--- src/i2cbm_pkg.sv ---
// ---------------------------------------------------------------------------
// i2cbm_pkg: shared types and constants of the i2c bit level master
// request and response payloads, configuration, command codes
// ---------------------------------------------------------------------------
package i2cbm_pkg;

   localparam int unsigned TPU_W   = 10;
   localparam int unsigned LIMIT_W = 8;
   localparam int unsigned DELAY_W = 13;

   // command codes carried in the kind field
   localparam logic [2:0] KIND_START = 3'd0;
   localparam logic [2:0] KIND_STOP  = 3'd1;
   localparam logic [2:0] KIND_WRITE = 3'd2;
   localparam logic [2:0] KIND_ACK   = 3'd3;
   localparam logic [2:0] KIND_READ  = 3'd4;

   // configuration register indexes
   localparam logic CSR_TICKS_PER_US   = 1'b0;
   localparam logic CSR_ACK_POLL_LIMIT = 1'b1;

   localparam logic [TPU_W-1:0]   TICKS_PER_US_RST   = 10'd100;
   localparam logic [LIMIT_W-1:0] ACK_POLL_LIMIT_RST = 8'd250;

   typedef struct packed {
      logic                 cmd_valid;
      logic [2:0]           kind;
      logic [7:0]           write_data;
      logic                 send_ack;
      logic                 sda_in;
   } req_type;

   typedef struct packed {
      logic                 scl;
      logic                 sda_out;
      logic                 sda_drive;
      logic                 busy_res;
      logic                 done_res;
      logic [7:0]           read_data;
      logic                 ack_failed;
   } rsp_type;

   typedef struct packed {
      logic [TPU_W-1:0]     ticks_per_us;
      logic [LIMIT_W-1:0]   ack_poll_limit;
   } cfg_type;

endpackage

--- src/i2cbm_seq.sv ---
// ---------------------------------------------------------------------------
// i2cbm_seq: bus sequencer of the i2c bit level master
// phase state machine, delay counter, shifter and pin registers
// ---------------------------------------------------------------------------
module i2cbm_seq (
   input  logic               clock,
   input  logic               reset,
   input  logic               step,
   input  i2cbm_pkg::req_type req,
   input  i2cbm_pkg::cfg_type cfg,
   output i2cbm_pkg::rsp_type rsp
);

   typedef enum logic [3:0] {
      PH_IDLE, PH_START_A, PH_START_B, PH_STOP_A, PH_STOP_B,
      PH_ACK_A, PH_ACK_B, PH_POLL, PH_TX_SETUP, PH_TX_HIGH, PH_TX_LOW,
      PH_RX_LOW, PH_RX_HIGH, PH_AK_LOW, PH_AK_HIGH
   } phase_type;

   // delay length as log2 of the unit count
   localparam logic [1:0] UNITS_1 = 2'd0;
   localparam logic [1:0] UNITS_2 = 2'd1;
   localparam logic [1:0] UNITS_4 = 2'd2;

   phase_type                            phase_ff, phase_in;
   logic [i2cbm_pkg::DELAY_W-1:0]        delay_ff, delay_in;
   logic [3:0]                           bit_ff, bit_in;
   logic [7:0]                           shift_ff, shift_in;
   logic [i2cbm_pkg::LIMIT_W-1:0]        poll_ff, poll_in;
   logic                                 scl_ff, scl_in;
   logic                                 sda_ff, sda_in;
   logic                                 drive_ff, drive_in;
   logic                                 ack_choice_ff, ack_choice_in;
   logic                                 fail_ff, fail_in;
   logic [7:0]                           read_ff, read_in;
   logic                                 done_in;
   logic [i2cbm_pkg::TPU_W-1:0]          tpu;
   logic [i2cbm_pkg::LIMIT_W:0]          poll_next;
   logic [3:0]                           bit_next;
   logic                                 do_poll;

   function automatic logic [i2cbm_pkg::DELAY_W-1:0] unit_delay(
      input logic [i2cbm_pkg::TPU_W-1:0] t,
      input logic [1:0]                  sh
   );
      logic [i2cbm_pkg::DELAY_W-1:0] w;
      w = {{(i2cbm_pkg::DELAY_W-i2cbm_pkg::TPU_W){1'b0}}, t} << sh;
      return w - {{(i2cbm_pkg::DELAY_W-1){1'b0}}, 1'b1};
   endfunction

   assign tpu       = (cfg.ticks_per_us == '0) ? {{(i2cbm_pkg::TPU_W-1){1'b0}}, 1'b1}
                                                : cfg.ticks_per_us;
   assign poll_next = {1'b0, poll_ff} + {{i2cbm_pkg::LIMIT_W{1'b0}}, 1'b1};
   assign bit_next  = bit_ff + 4'd1;
   // ack sampling happens every tick in the poll phase and when the ack high phase ends
   assign do_poll   = (phase_ff == PH_POLL) || (phase_ff == PH_ACK_B && delay_ff == '0);

   always_comb begin
      phase_in      = phase_ff;
      delay_in      = delay_ff;
      bit_in        = bit_ff;
      shift_in      = shift_ff;
      poll_in       = poll_ff;
      scl_in        = scl_ff;
      sda_in        = sda_ff;
      drive_in      = drive_ff;
      ack_choice_in = ack_choice_ff;
      fail_in       = fail_ff;
      read_in       = read_ff;
      done_in       = 1'b0;

      priority if (phase_ff == PH_IDLE) begin
         if (req.cmd_valid) begin
            unique case (req.kind)
               i2cbm_pkg::KIND_START: begin
                  drive_in = 1'b1; sda_in = 1'b1; scl_in = 1'b1;
                  phase_in = PH_START_A; delay_in = unit_delay(tpu, UNITS_4);
               end
               i2cbm_pkg::KIND_STOP: begin
                  drive_in = 1'b1; scl_in = 1'b0; sda_in = 1'b0;
                  phase_in = PH_STOP_A; delay_in = unit_delay(tpu, UNITS_4);
               end
               i2cbm_pkg::KIND_WRITE: begin
                  drive_in = 1'b1; scl_in = 1'b0;
                  sda_in   = req.write_data[7];
                  shift_in = {req.write_data[6:0], 1'b0};
                  bit_in   = 4'd0;
                  phase_in = PH_TX_SETUP; delay_in = unit_delay(tpu, UNITS_2);
               end
               i2cbm_pkg::KIND_ACK: begin
                  fail_in = 1'b0; poll_in = '0;
                  drive_in = 1'b0; sda_in = 1'b1;
                  phase_in = PH_ACK_A; delay_in = unit_delay(tpu, UNITS_1);
               end
               i2cbm_pkg::KIND_READ: begin
                  ack_choice_in = req.send_ack;
                  drive_in = 1'b0; scl_in = 1'b0;
                  shift_in = '0; bit_in = 4'd0;
                  phase_in = PH_RX_LOW; delay_in = unit_delay(tpu, UNITS_2);
               end
               default: ;
            endcase
         end
      end else if (do_poll) begin
         phase_in = PH_POLL;
         delay_in = '0;
         priority if (!req.sda_in) begin
            scl_in = 1'b0; phase_in = PH_IDLE; done_in = 1'b1;
         end else if (poll_next > {1'b0, cfg.ack_poll_limit}) begin
            // timeout: flag it and release the bus with a stop
            fail_in = 1'b1; poll_in = '0;
            drive_in = 1'b1; scl_in = 1'b0; sda_in = 1'b0;
            phase_in = PH_STOP_A; delay_in = unit_delay(tpu, UNITS_4);
         end else begin
            poll_in = poll_next[i2cbm_pkg::LIMIT_W-1:0];
         end
      end else if (delay_ff != '0) begin
         delay_in = delay_ff - {{(i2cbm_pkg::DELAY_W-1){1'b0}}, 1'b1};
      end else begin
         unique case (phase_ff)
            PH_START_A: begin
               sda_in = 1'b0; phase_in = PH_START_B; delay_in = unit_delay(tpu, UNITS_4);
            end
            PH_START_B: begin
               scl_in = 1'b0; phase_in = PH_IDLE; done_in = 1'b1;
            end
            PH_STOP_A: begin
               scl_in = 1'b1; sda_in = 1'b1;
               phase_in = PH_STOP_B; delay_in = unit_delay(tpu, UNITS_4);
            end
            PH_STOP_B: begin
               phase_in = PH_IDLE; done_in = 1'b1;
            end
            PH_ACK_A: begin
               scl_in = 1'b1; phase_in = PH_ACK_B; delay_in = unit_delay(tpu, UNITS_1);
            end
            PH_TX_SETUP: begin
               scl_in = 1'b1; phase_in = PH_TX_HIGH; delay_in = unit_delay(tpu, UNITS_2);
            end
            PH_TX_HIGH: begin
               scl_in = 1'b0; phase_in = PH_TX_LOW; delay_in = unit_delay(tpu, UNITS_2);
            end
            PH_TX_LOW: begin
               bit_in = bit_next;
               if (bit_next >= 4'd8) begin
                  phase_in = PH_IDLE; done_in = 1'b1;
               end else begin
                  sda_in   = shift_ff[7];
                  shift_in = {shift_ff[6:0], 1'b0};
                  phase_in = PH_TX_SETUP; delay_in = unit_delay(tpu, UNITS_2);
               end
            end
            PH_RX_LOW: begin
               scl_in   = 1'b1;
               shift_in = {shift_ff[6:0], req.sda_in};
               phase_in = PH_RX_HIGH; delay_in = unit_delay(tpu, UNITS_1);
            end
            PH_RX_HIGH: begin
               bit_in = bit_next;
               scl_in = 1'b0;
               if (bit_next < 4'd8) begin
                  phase_in = PH_RX_LOW; delay_in = unit_delay(tpu, UNITS_2);
               end else begin
                  read_in  = shift_ff;
                  drive_in = 1'b1;
                  sda_in   = ~ack_choice_ff;
                  phase_in = PH_AK_LOW; delay_in = unit_delay(tpu, UNITS_2);
               end
            end
            PH_AK_LOW: begin
               scl_in = 1'b1; phase_in = PH_AK_HIGH; delay_in = unit_delay(tpu, UNITS_2);
            end
            PH_AK_HIGH: begin
               scl_in = 1'b0; phase_in = PH_IDLE; done_in = 1'b1;
            end
            default: begin
               phase_in = PH_IDLE; delay_in = '0;
            end
         endcase
      end

      // a finished command leaves the delay counter cleared
      if (done_in) begin
         delay_in = '0;
      end
   end

   always_ff @(posedge clock) begin
      if (reset) begin
         phase_ff      <= PH_IDLE;
         delay_ff      <= '0;
         bit_ff        <= '0;
         shift_ff      <= '0;
         poll_ff       <= '0;
         scl_ff        <= 1'b1;
         sda_ff        <= 1'b1;
         drive_ff      <= 1'b1;
         ack_choice_ff <= 1'b0;
         fail_ff       <= 1'b0;
         read_ff       <= '0;
      end else if (step) begin
         phase_ff      <= phase_in;
         delay_ff      <= delay_in;
         bit_ff        <= bit_in;
         shift_ff      <= shift_in;
         poll_ff       <= poll_in;
         scl_ff        <= scl_in;
         sda_ff        <= sda_in;
         drive_ff      <= drive_in;
         ack_choice_ff <= ack_choice_in;
         fail_ff       <= fail_in;
         read_ff       <= read_in;
      end
   end

   always_comb begin
      rsp.scl        = scl_in;
      rsp.sda_out    = sda_in;
      rsp.sda_drive  = drive_in;
      rsp.busy_res   = (phase_in != PH_IDLE);
      rsp.done_res   = done_in;
      rsp.read_data  = read_in;
      rsp.ack_failed = fail_in;
   end

endmodule

--- src/i2c_bit_level_master_unit.sv ---
// ---------------------------------------------------------------------------
// i2c_bit_level_master_unit: tick driven i2c master, top level
// configuration registers, request handshake and response register
// ---------------------------------------------------------------------------
//  channel   ports                          direction  payload
//  request   req_valid req_ready req_data   in         one tick: command + sda sample
//  response  rsp_valid rsp_ready rsp_data   out        pin levels and status after tick
//  config    csr_we csr_index csr_wdata     in         ticks_per_us, ack_poll_limit
//
//  one request per cycle when not stalled; response in the cycle after acceptance
//  the sequencer state and response register update in that same edge
//  a held response stalls requests only while rsp_ready is low
//  reset (synchronous) idles the sequencer, drives scl and sda high, loads defaults
// ---------------------------------------------------------------------------
module i2c_bit_level_master_unit (
   input  logic                                clock,
   input  logic                                reset,
   input  logic                                req_valid,
   output logic                                req_ready,
   input  i2cbm_pkg::req_type                  req_data,
   output logic                                rsp_valid,
   input  logic                                rsp_ready,
   output i2cbm_pkg::rsp_type                  rsp_data,
   input  logic                                csr_we,
   input  logic                                csr_index,
   input  logic [i2cbm_pkg::TPU_W-1:0]         csr_wdata
);

   i2cbm_pkg::cfg_type cfg_ff;
   i2cbm_pkg::rsp_type rsp_next;
   i2cbm_pkg::rsp_type rsp_data_ff;
   logic               rsp_valid_ff, rsp_valid_in;
   logic               accept;

   // a request goes in whenever the response register is free or being emptied
   assign req_ready    = !rsp_valid_ff || rsp_ready;
   assign accept       = req_valid && req_ready;
   assign rsp_valid_in = accept || (rsp_valid_ff && !rsp_ready);

   // configuration registers
   always_ff @(posedge clock) begin
      if (reset) begin
         cfg_ff.ticks_per_us   <= i2cbm_pkg::TICKS_PER_US_RST;
         cfg_ff.ack_poll_limit <= i2cbm_pkg::ACK_POLL_LIMIT_RST;
      end else if (csr_we) begin
         unique case (csr_index)
            i2cbm_pkg::CSR_TICKS_PER_US:   cfg_ff.ticks_per_us <= csr_wdata;
            i2cbm_pkg::CSR_ACK_POLL_LIMIT:
               cfg_ff.ack_poll_limit <= csr_wdata[i2cbm_pkg::LIMIT_W-1:0];
            default: ;
         endcase
      end
   end

   // sequencer advances one tick per accepted request
   i2cbm_seq u_seq (
      .clock (clock),
      .reset (reset),
      .step  (accept),
      .req   (req_data),
      .cfg   (cfg_ff),
      .rsp   (rsp_next)
   );

   // response register
   always_ff @(posedge clock) begin
      if (reset) begin
         rsp_valid_ff <= 1'b0;
      end else begin
         rsp_valid_ff <= rsp_valid_in;
      end
   end

   always_ff @(posedge clock) begin
      if (accept) begin
         rsp_data_ff <= rsp_next;
      end
   end

   assign rsp_valid = rsp_valid_ff;
   assign rsp_data  = rsp_data_ff;

   // every accepted request yields a response in the next cycle
   a_accept_gives_rsp: assert property (@(posedge clock) disable iff (reset)
      accept |=> rsp_valid)
      else $error("accepted request produced no response");

   // a completion pulse always reports the bus as no longer busy
   a_done_not_busy: assert property (@(posedge clock) disable iff (reset)
      (rsp_valid && rsp_data.done_res) |-> !rsp_data.busy_res)
      else $error("done pulse while still busy");

   // a held response is only replaced after it is taken
   a_no_overwrite: assert property (@(posedge clock) disable iff (reset)
      (rsp_valid && !rsp_ready) |-> !accept)
      else $error("request accepted over a pending response");

endmodule
--- config.mk ---
export PLATFORM = sky130hd
export DESIGN_NAME = i2c_bit_level_master_unit
export DESIGN_NICKNAME = d
export VERILOG_FILES = /design/src/i2cbm_pkg.sv /design/src/i2cbm_seq.sv /design/src/i2c_bit_level_master_unit.sv
export SDC_FILE = /design/constraint.sdc
export NUM_CORES = 1
export LEC_CHECK = 0
export CAP_MARGIN = 20
export CORE_ASPECT_RATIO = 1.25
export CORE_UTILIZATION = 45
export CTS_CLUSTER_SIZE = 20
export DETAILED_ROUTE_END_ITERATION = 16
export DONT_BUFFER_PORTS = 1
export PLACE_DENSITY = 0.61
export SETUP_SLACK_MARGIN = 0.02
export SLEW_MARGIN = 40
export SYNTH_ARGS = -nofsm -noshare
export SYNTH_HDL_FRONTEND = slang
export SYNTH_SLANG_ARGS = --single-unit
--- constraint.sdc ---
create_clock -name clock -period 3.71 [get_ports clock]
set_input_delay 0.1855 -clock clock [delete_from_list [all_inputs] [get_ports clock]]
set_output_delay 0.1855 -clock clock [all_outputs]
set_load 0.005 [all_outputs]
==> summary.md <==
| Metric | Value |
|---|---|
| Status | `finished, final reports clean` |
| Max Slew Vio Count | `0` |
| Seq cells post-synth | `83` |
| CP peak stage delay | `around 0.4 ns` |
| Aggregate global-route resource usage | `29.3%` |
| Max Clock Skew | `0.0126 ns` |
| Slew @ Worst Pin | `0.767 ns` |
| Initial Util | `46.2%` |
| Critical Path RT | `3.96 ns` |
| Die W | `99.6 um` |
| Number of setup violations in the final report | `0` |
| Period utilisation layout | `a little over nine tenths` |
| # nets final | `753` |
| Sequential area share after synthesis | `between 30% and 40%` |
| IO Pins | `between 40 and 50` |
| Synth Area in Adders | `2.80%` |
| Crit path time final | `between 3 and 4 ns` |
| Crit path DAT | `between 3 and 4 ns` |
| Netlist Area Pre-Place | `around 5400 um2` |
| Post-route cell area | `6020 um2` |
| Post-synthesis mux area share | `0.957%` |
| Synth Area in Compound Gates | `28.5%` |
| CTS Sinks | `just over 80` |
| Drc violations | `0` |
| Post-synth top area cell | `dfxtp_1` |
| Row count | `44` |
| Filler cell count | `1,140` |
| Relative slew slack | `48.4%` |
| Avg Cell Area, Syn | `7.60 um2` |
| Antenna Nets Post-Route | `0` |
| Detailed Route WL | `17,700 um` |
| Crit path max fanout | `8` |
| H-tree level count | `3` |
| Die area | `12,400 um2` |
| Synth Net Count | `748` |
| Root Buffer | `clkbuf_16` |
| Most numerous cell in the Yosys netlist | `nand2_1` |
| Top-area cell type share of the netlist area | `25.8%` |
| CTS tree | `yes` |
| Combinational family with the most area after synthesis | `compound AO/OA/AOI/OAI gates` |
| Top post-synthesis cells by count | `119 x nand2_1, 69 x dfxtp_1, 59 x a21oi_1` |
| Pwr Total | `3.31 mW` |
| Unrepaired setup endpoints after global routing | `false` |
| Slowest-stage cell, CP | `nand3_1` |
| Synth Area in XOR/XNOR | `2.45%` |
| Grt ovf | `0` |
| WL/cell | `20.1 um` |
| Static Leak | `roughly 2.2 nW` |
| Final Worst Setup Slack | `between 0.15 and 0.2 ns` |
| Largest cells by area after synthesis | `dfxtp_1 26%, nand2_1 8.3%, edfxtp_1 7.8%` |
| Pre-CTS setup slack | `0.170 ns` |
| Flop2flop setup slack | `0.18 ns` |
| Num CTS Buffers | `9` |
| PortBufs | `0` |
| Clock Tree Buf Depth | `2` |
| Share of cells above drive strength 1 | `8.66%` |
| Async set-reset flop share out of synthesis | `0%` |
| Largest net degree at the start of global routing | `45` |
| Area of the core | `11,600 um2` |
| Vias after detailed routing | `5,531` |
| Starting DRC count in detailed routing | `546` |
| Clk slew on worst S/H paths | `0.07 ns` |
| Synth Warn # | `0` |
| Maximum VDD drop | `~0.00026 V` |
| Number of flops mapped to enable cells by yosys | `14` |
| CP Class | `reg2reg` |
| Startpoint types | `flip-flop` |
| GPL Wtd Cong | `between 0.9 and 1` |
| Drt via density | `about 6.3` |
| Post-DP HPWL | `12,400 um` |
| Setup TNS | `0 ns` |
| Area Overhead vs Synth | `12.2%` |
| Antenna diodes | `0` |
| Power Dens Cells | `550 nW/um2` |
| Antenna violations before repair | `0` |
| Max-cap violations | `0` |
| First-pass iteration count of the detailed router | `5` |
| Vias in the first global route | `5,150` |
| Post-synthesis cell type count | `75` |
| Final hold viol count | `0` |
| Die Y | `124 um` |
| Placed inst area | `around 5500 um2` |
| CP Capture Type | `flip-flop` |
| First-pass GRT wire length | `27,500 um` |
| Main synth FF type | `dfxtp_1` |
| Max Fclk | `284 MHz` |
| Simple-gate share of the synthesized area | `26.9%` |
| Critical path cell sequence | `ha_1 -> nand4_1 -> or2_2 -> and2_1 -> or2_2 -> ha_1 -> nand2_1 -> o32ai_1 -> o21ai_0 -> nand3_1 -> o221ai_1 -> a32o_1` |
| Cells after synthesis | `706` |
| HP Class | `in2reg` |
| Clk Latency, worst-skew pair | `0.35 ns` |
-- critical path, delay by kind of cell, from the launching register on --
kind                     cells  cell delay, ns
adder cells (fa/ha/maj)      2            0.52
flip-flops                   1            0.40
AO/OA/AOI/OAI                4            1.07
AND/OR/NAND/NOR              6            1.40
-- placed cells by master (no fill, tap or decap), types with 4 or more instances in the layout --
cell type        n
nor3_1          13
a221oi_1         6
nand3_1         36
xor2_1           7
nor4_1           6
o211ai_1         4
xnor2_1          8
and3_1           5
mux2i_1          4
ha_1            12
clkbuf_16        9
a2bb2oi_1        4
inv_1           22
o221ai_1        11
o21ai_1          5
buf_4           17
nor2b_1          8
a31oi_1         10
dlygate4sd3_1   16
nand4_1          6
nor2_1          53
o22ai_1          7
a211o_1          4
nand2_1        119
or4_1            7
edfxtp_1        14
o21ai_0         47
a22oi_1         14
nand2b_1        12
and2_1           5
a21oi_1         59
a211oi_1        12
dfxtp_1         69
o31ai_1          7
o21a_1           4
or2_2            9
-- path summary, 6_finish.rpt --
| path | to | depth (start not counted) | start |
|---|---|---|---|
| hold / removal | cfg_ff[11]$_SDFFE_PP0P_ | 2 | csr_wdata[3] |
| setup / recovery | u_seq.delay_ff[4]$_SDFFE_PP0P_ | 12 | u_seq.poll_ff[0]$_SDFFE_PP0P_ |
| hold reg to reg | u_seq.read_ff[1]$_SDFFE_PP0P_ | 2 | u_seq.read_ff[1]$_SDFFE_PP0P_ |
| setup reg to reg | u_seq.delay_ff[4]$_SDFFE_PP0P_ | 12 | u_seq.poll_ff[0]$_SDFFE_PP0P_ |
-- state kept, by name, summed over array words and instances (netlist names), 4 cells and up --
signal,count
cfg_ff,18
rsp_data,14
u_seq.delay_ff,13
u_seq.poll_ff,8
u_seq.read_ff,8
u_seq.shift_ff,8
u_seq.bit_ff,4
u_seq.phase_ff,4
-- timing repair --
action,4_1_cts,5_1_grt
buffers inserted,0,2
resized for setup,0,1
endpoints found under the setup margin,0,9
endpoints found under the hold margin,51,2
hold buffers,15,2
-- through the flow --
| stage | hold WS [ns] | cells | util [%] |
|---|---|---|---|
| global placement | 0.260 | 842 | 47.4 |
| global route | 0.000354 | 877 | 51.8 |
| CTS | 0.000341 | 873 | 51.5 |
| finish | 0.00124 | 877 | 51.8 |
| detailed placement | 0.265 | 842 | 47.5 |
| floorplan | 0.309 | 706 | - |
-- report_power, final --
group          internal [mW]  total (mW)  switching, mW
Combinational          0.513        1.32          0.807
Sequential             0.992        1.10          0.109
Clock                  0.472       0.890          0.418
Total                   1.98        3.31           1.33
-- area by class of cell --
cell class | instances | area (um2) | share of cell area (%)
sequential | 83 | 1800 | 30.0
timing repair buffer | 34 | 308 | 5.12
tap | 161 | 201 | 3.35
inverter | 23 | 86.3 | 1.44
clock buffer | 9 | 225 | 3.74
clock inverter | 7 | 71.3 | 1.19
multi-input combinational | 560 | 3320 | 55.2
-- metal layers --
layer / up-vias / GRT usage, % / wire length [um]
met4: 0 / 19.8 / 1070
met5: - / 0 / 0
met1: 2578 / 33.0 / 6950
li1: 2617 / - / -
met2: 261 / 50.3 / 8520
met3: 75 / 5.67 / 1140
-- cell families (layout without fill, tap and decap cells) --
logic type,Yosys count,in the layout
flip-flops,83,83
AO/OA/AOI/OAI,229,229
XOR/XNOR,15,15
buffers and inverters,63,73
adder cells (fa/ha/maj),12,12
multiplexers,5,5
AND/OR/NAND/NOR,299,299
(Power assumes the default switching activity.)
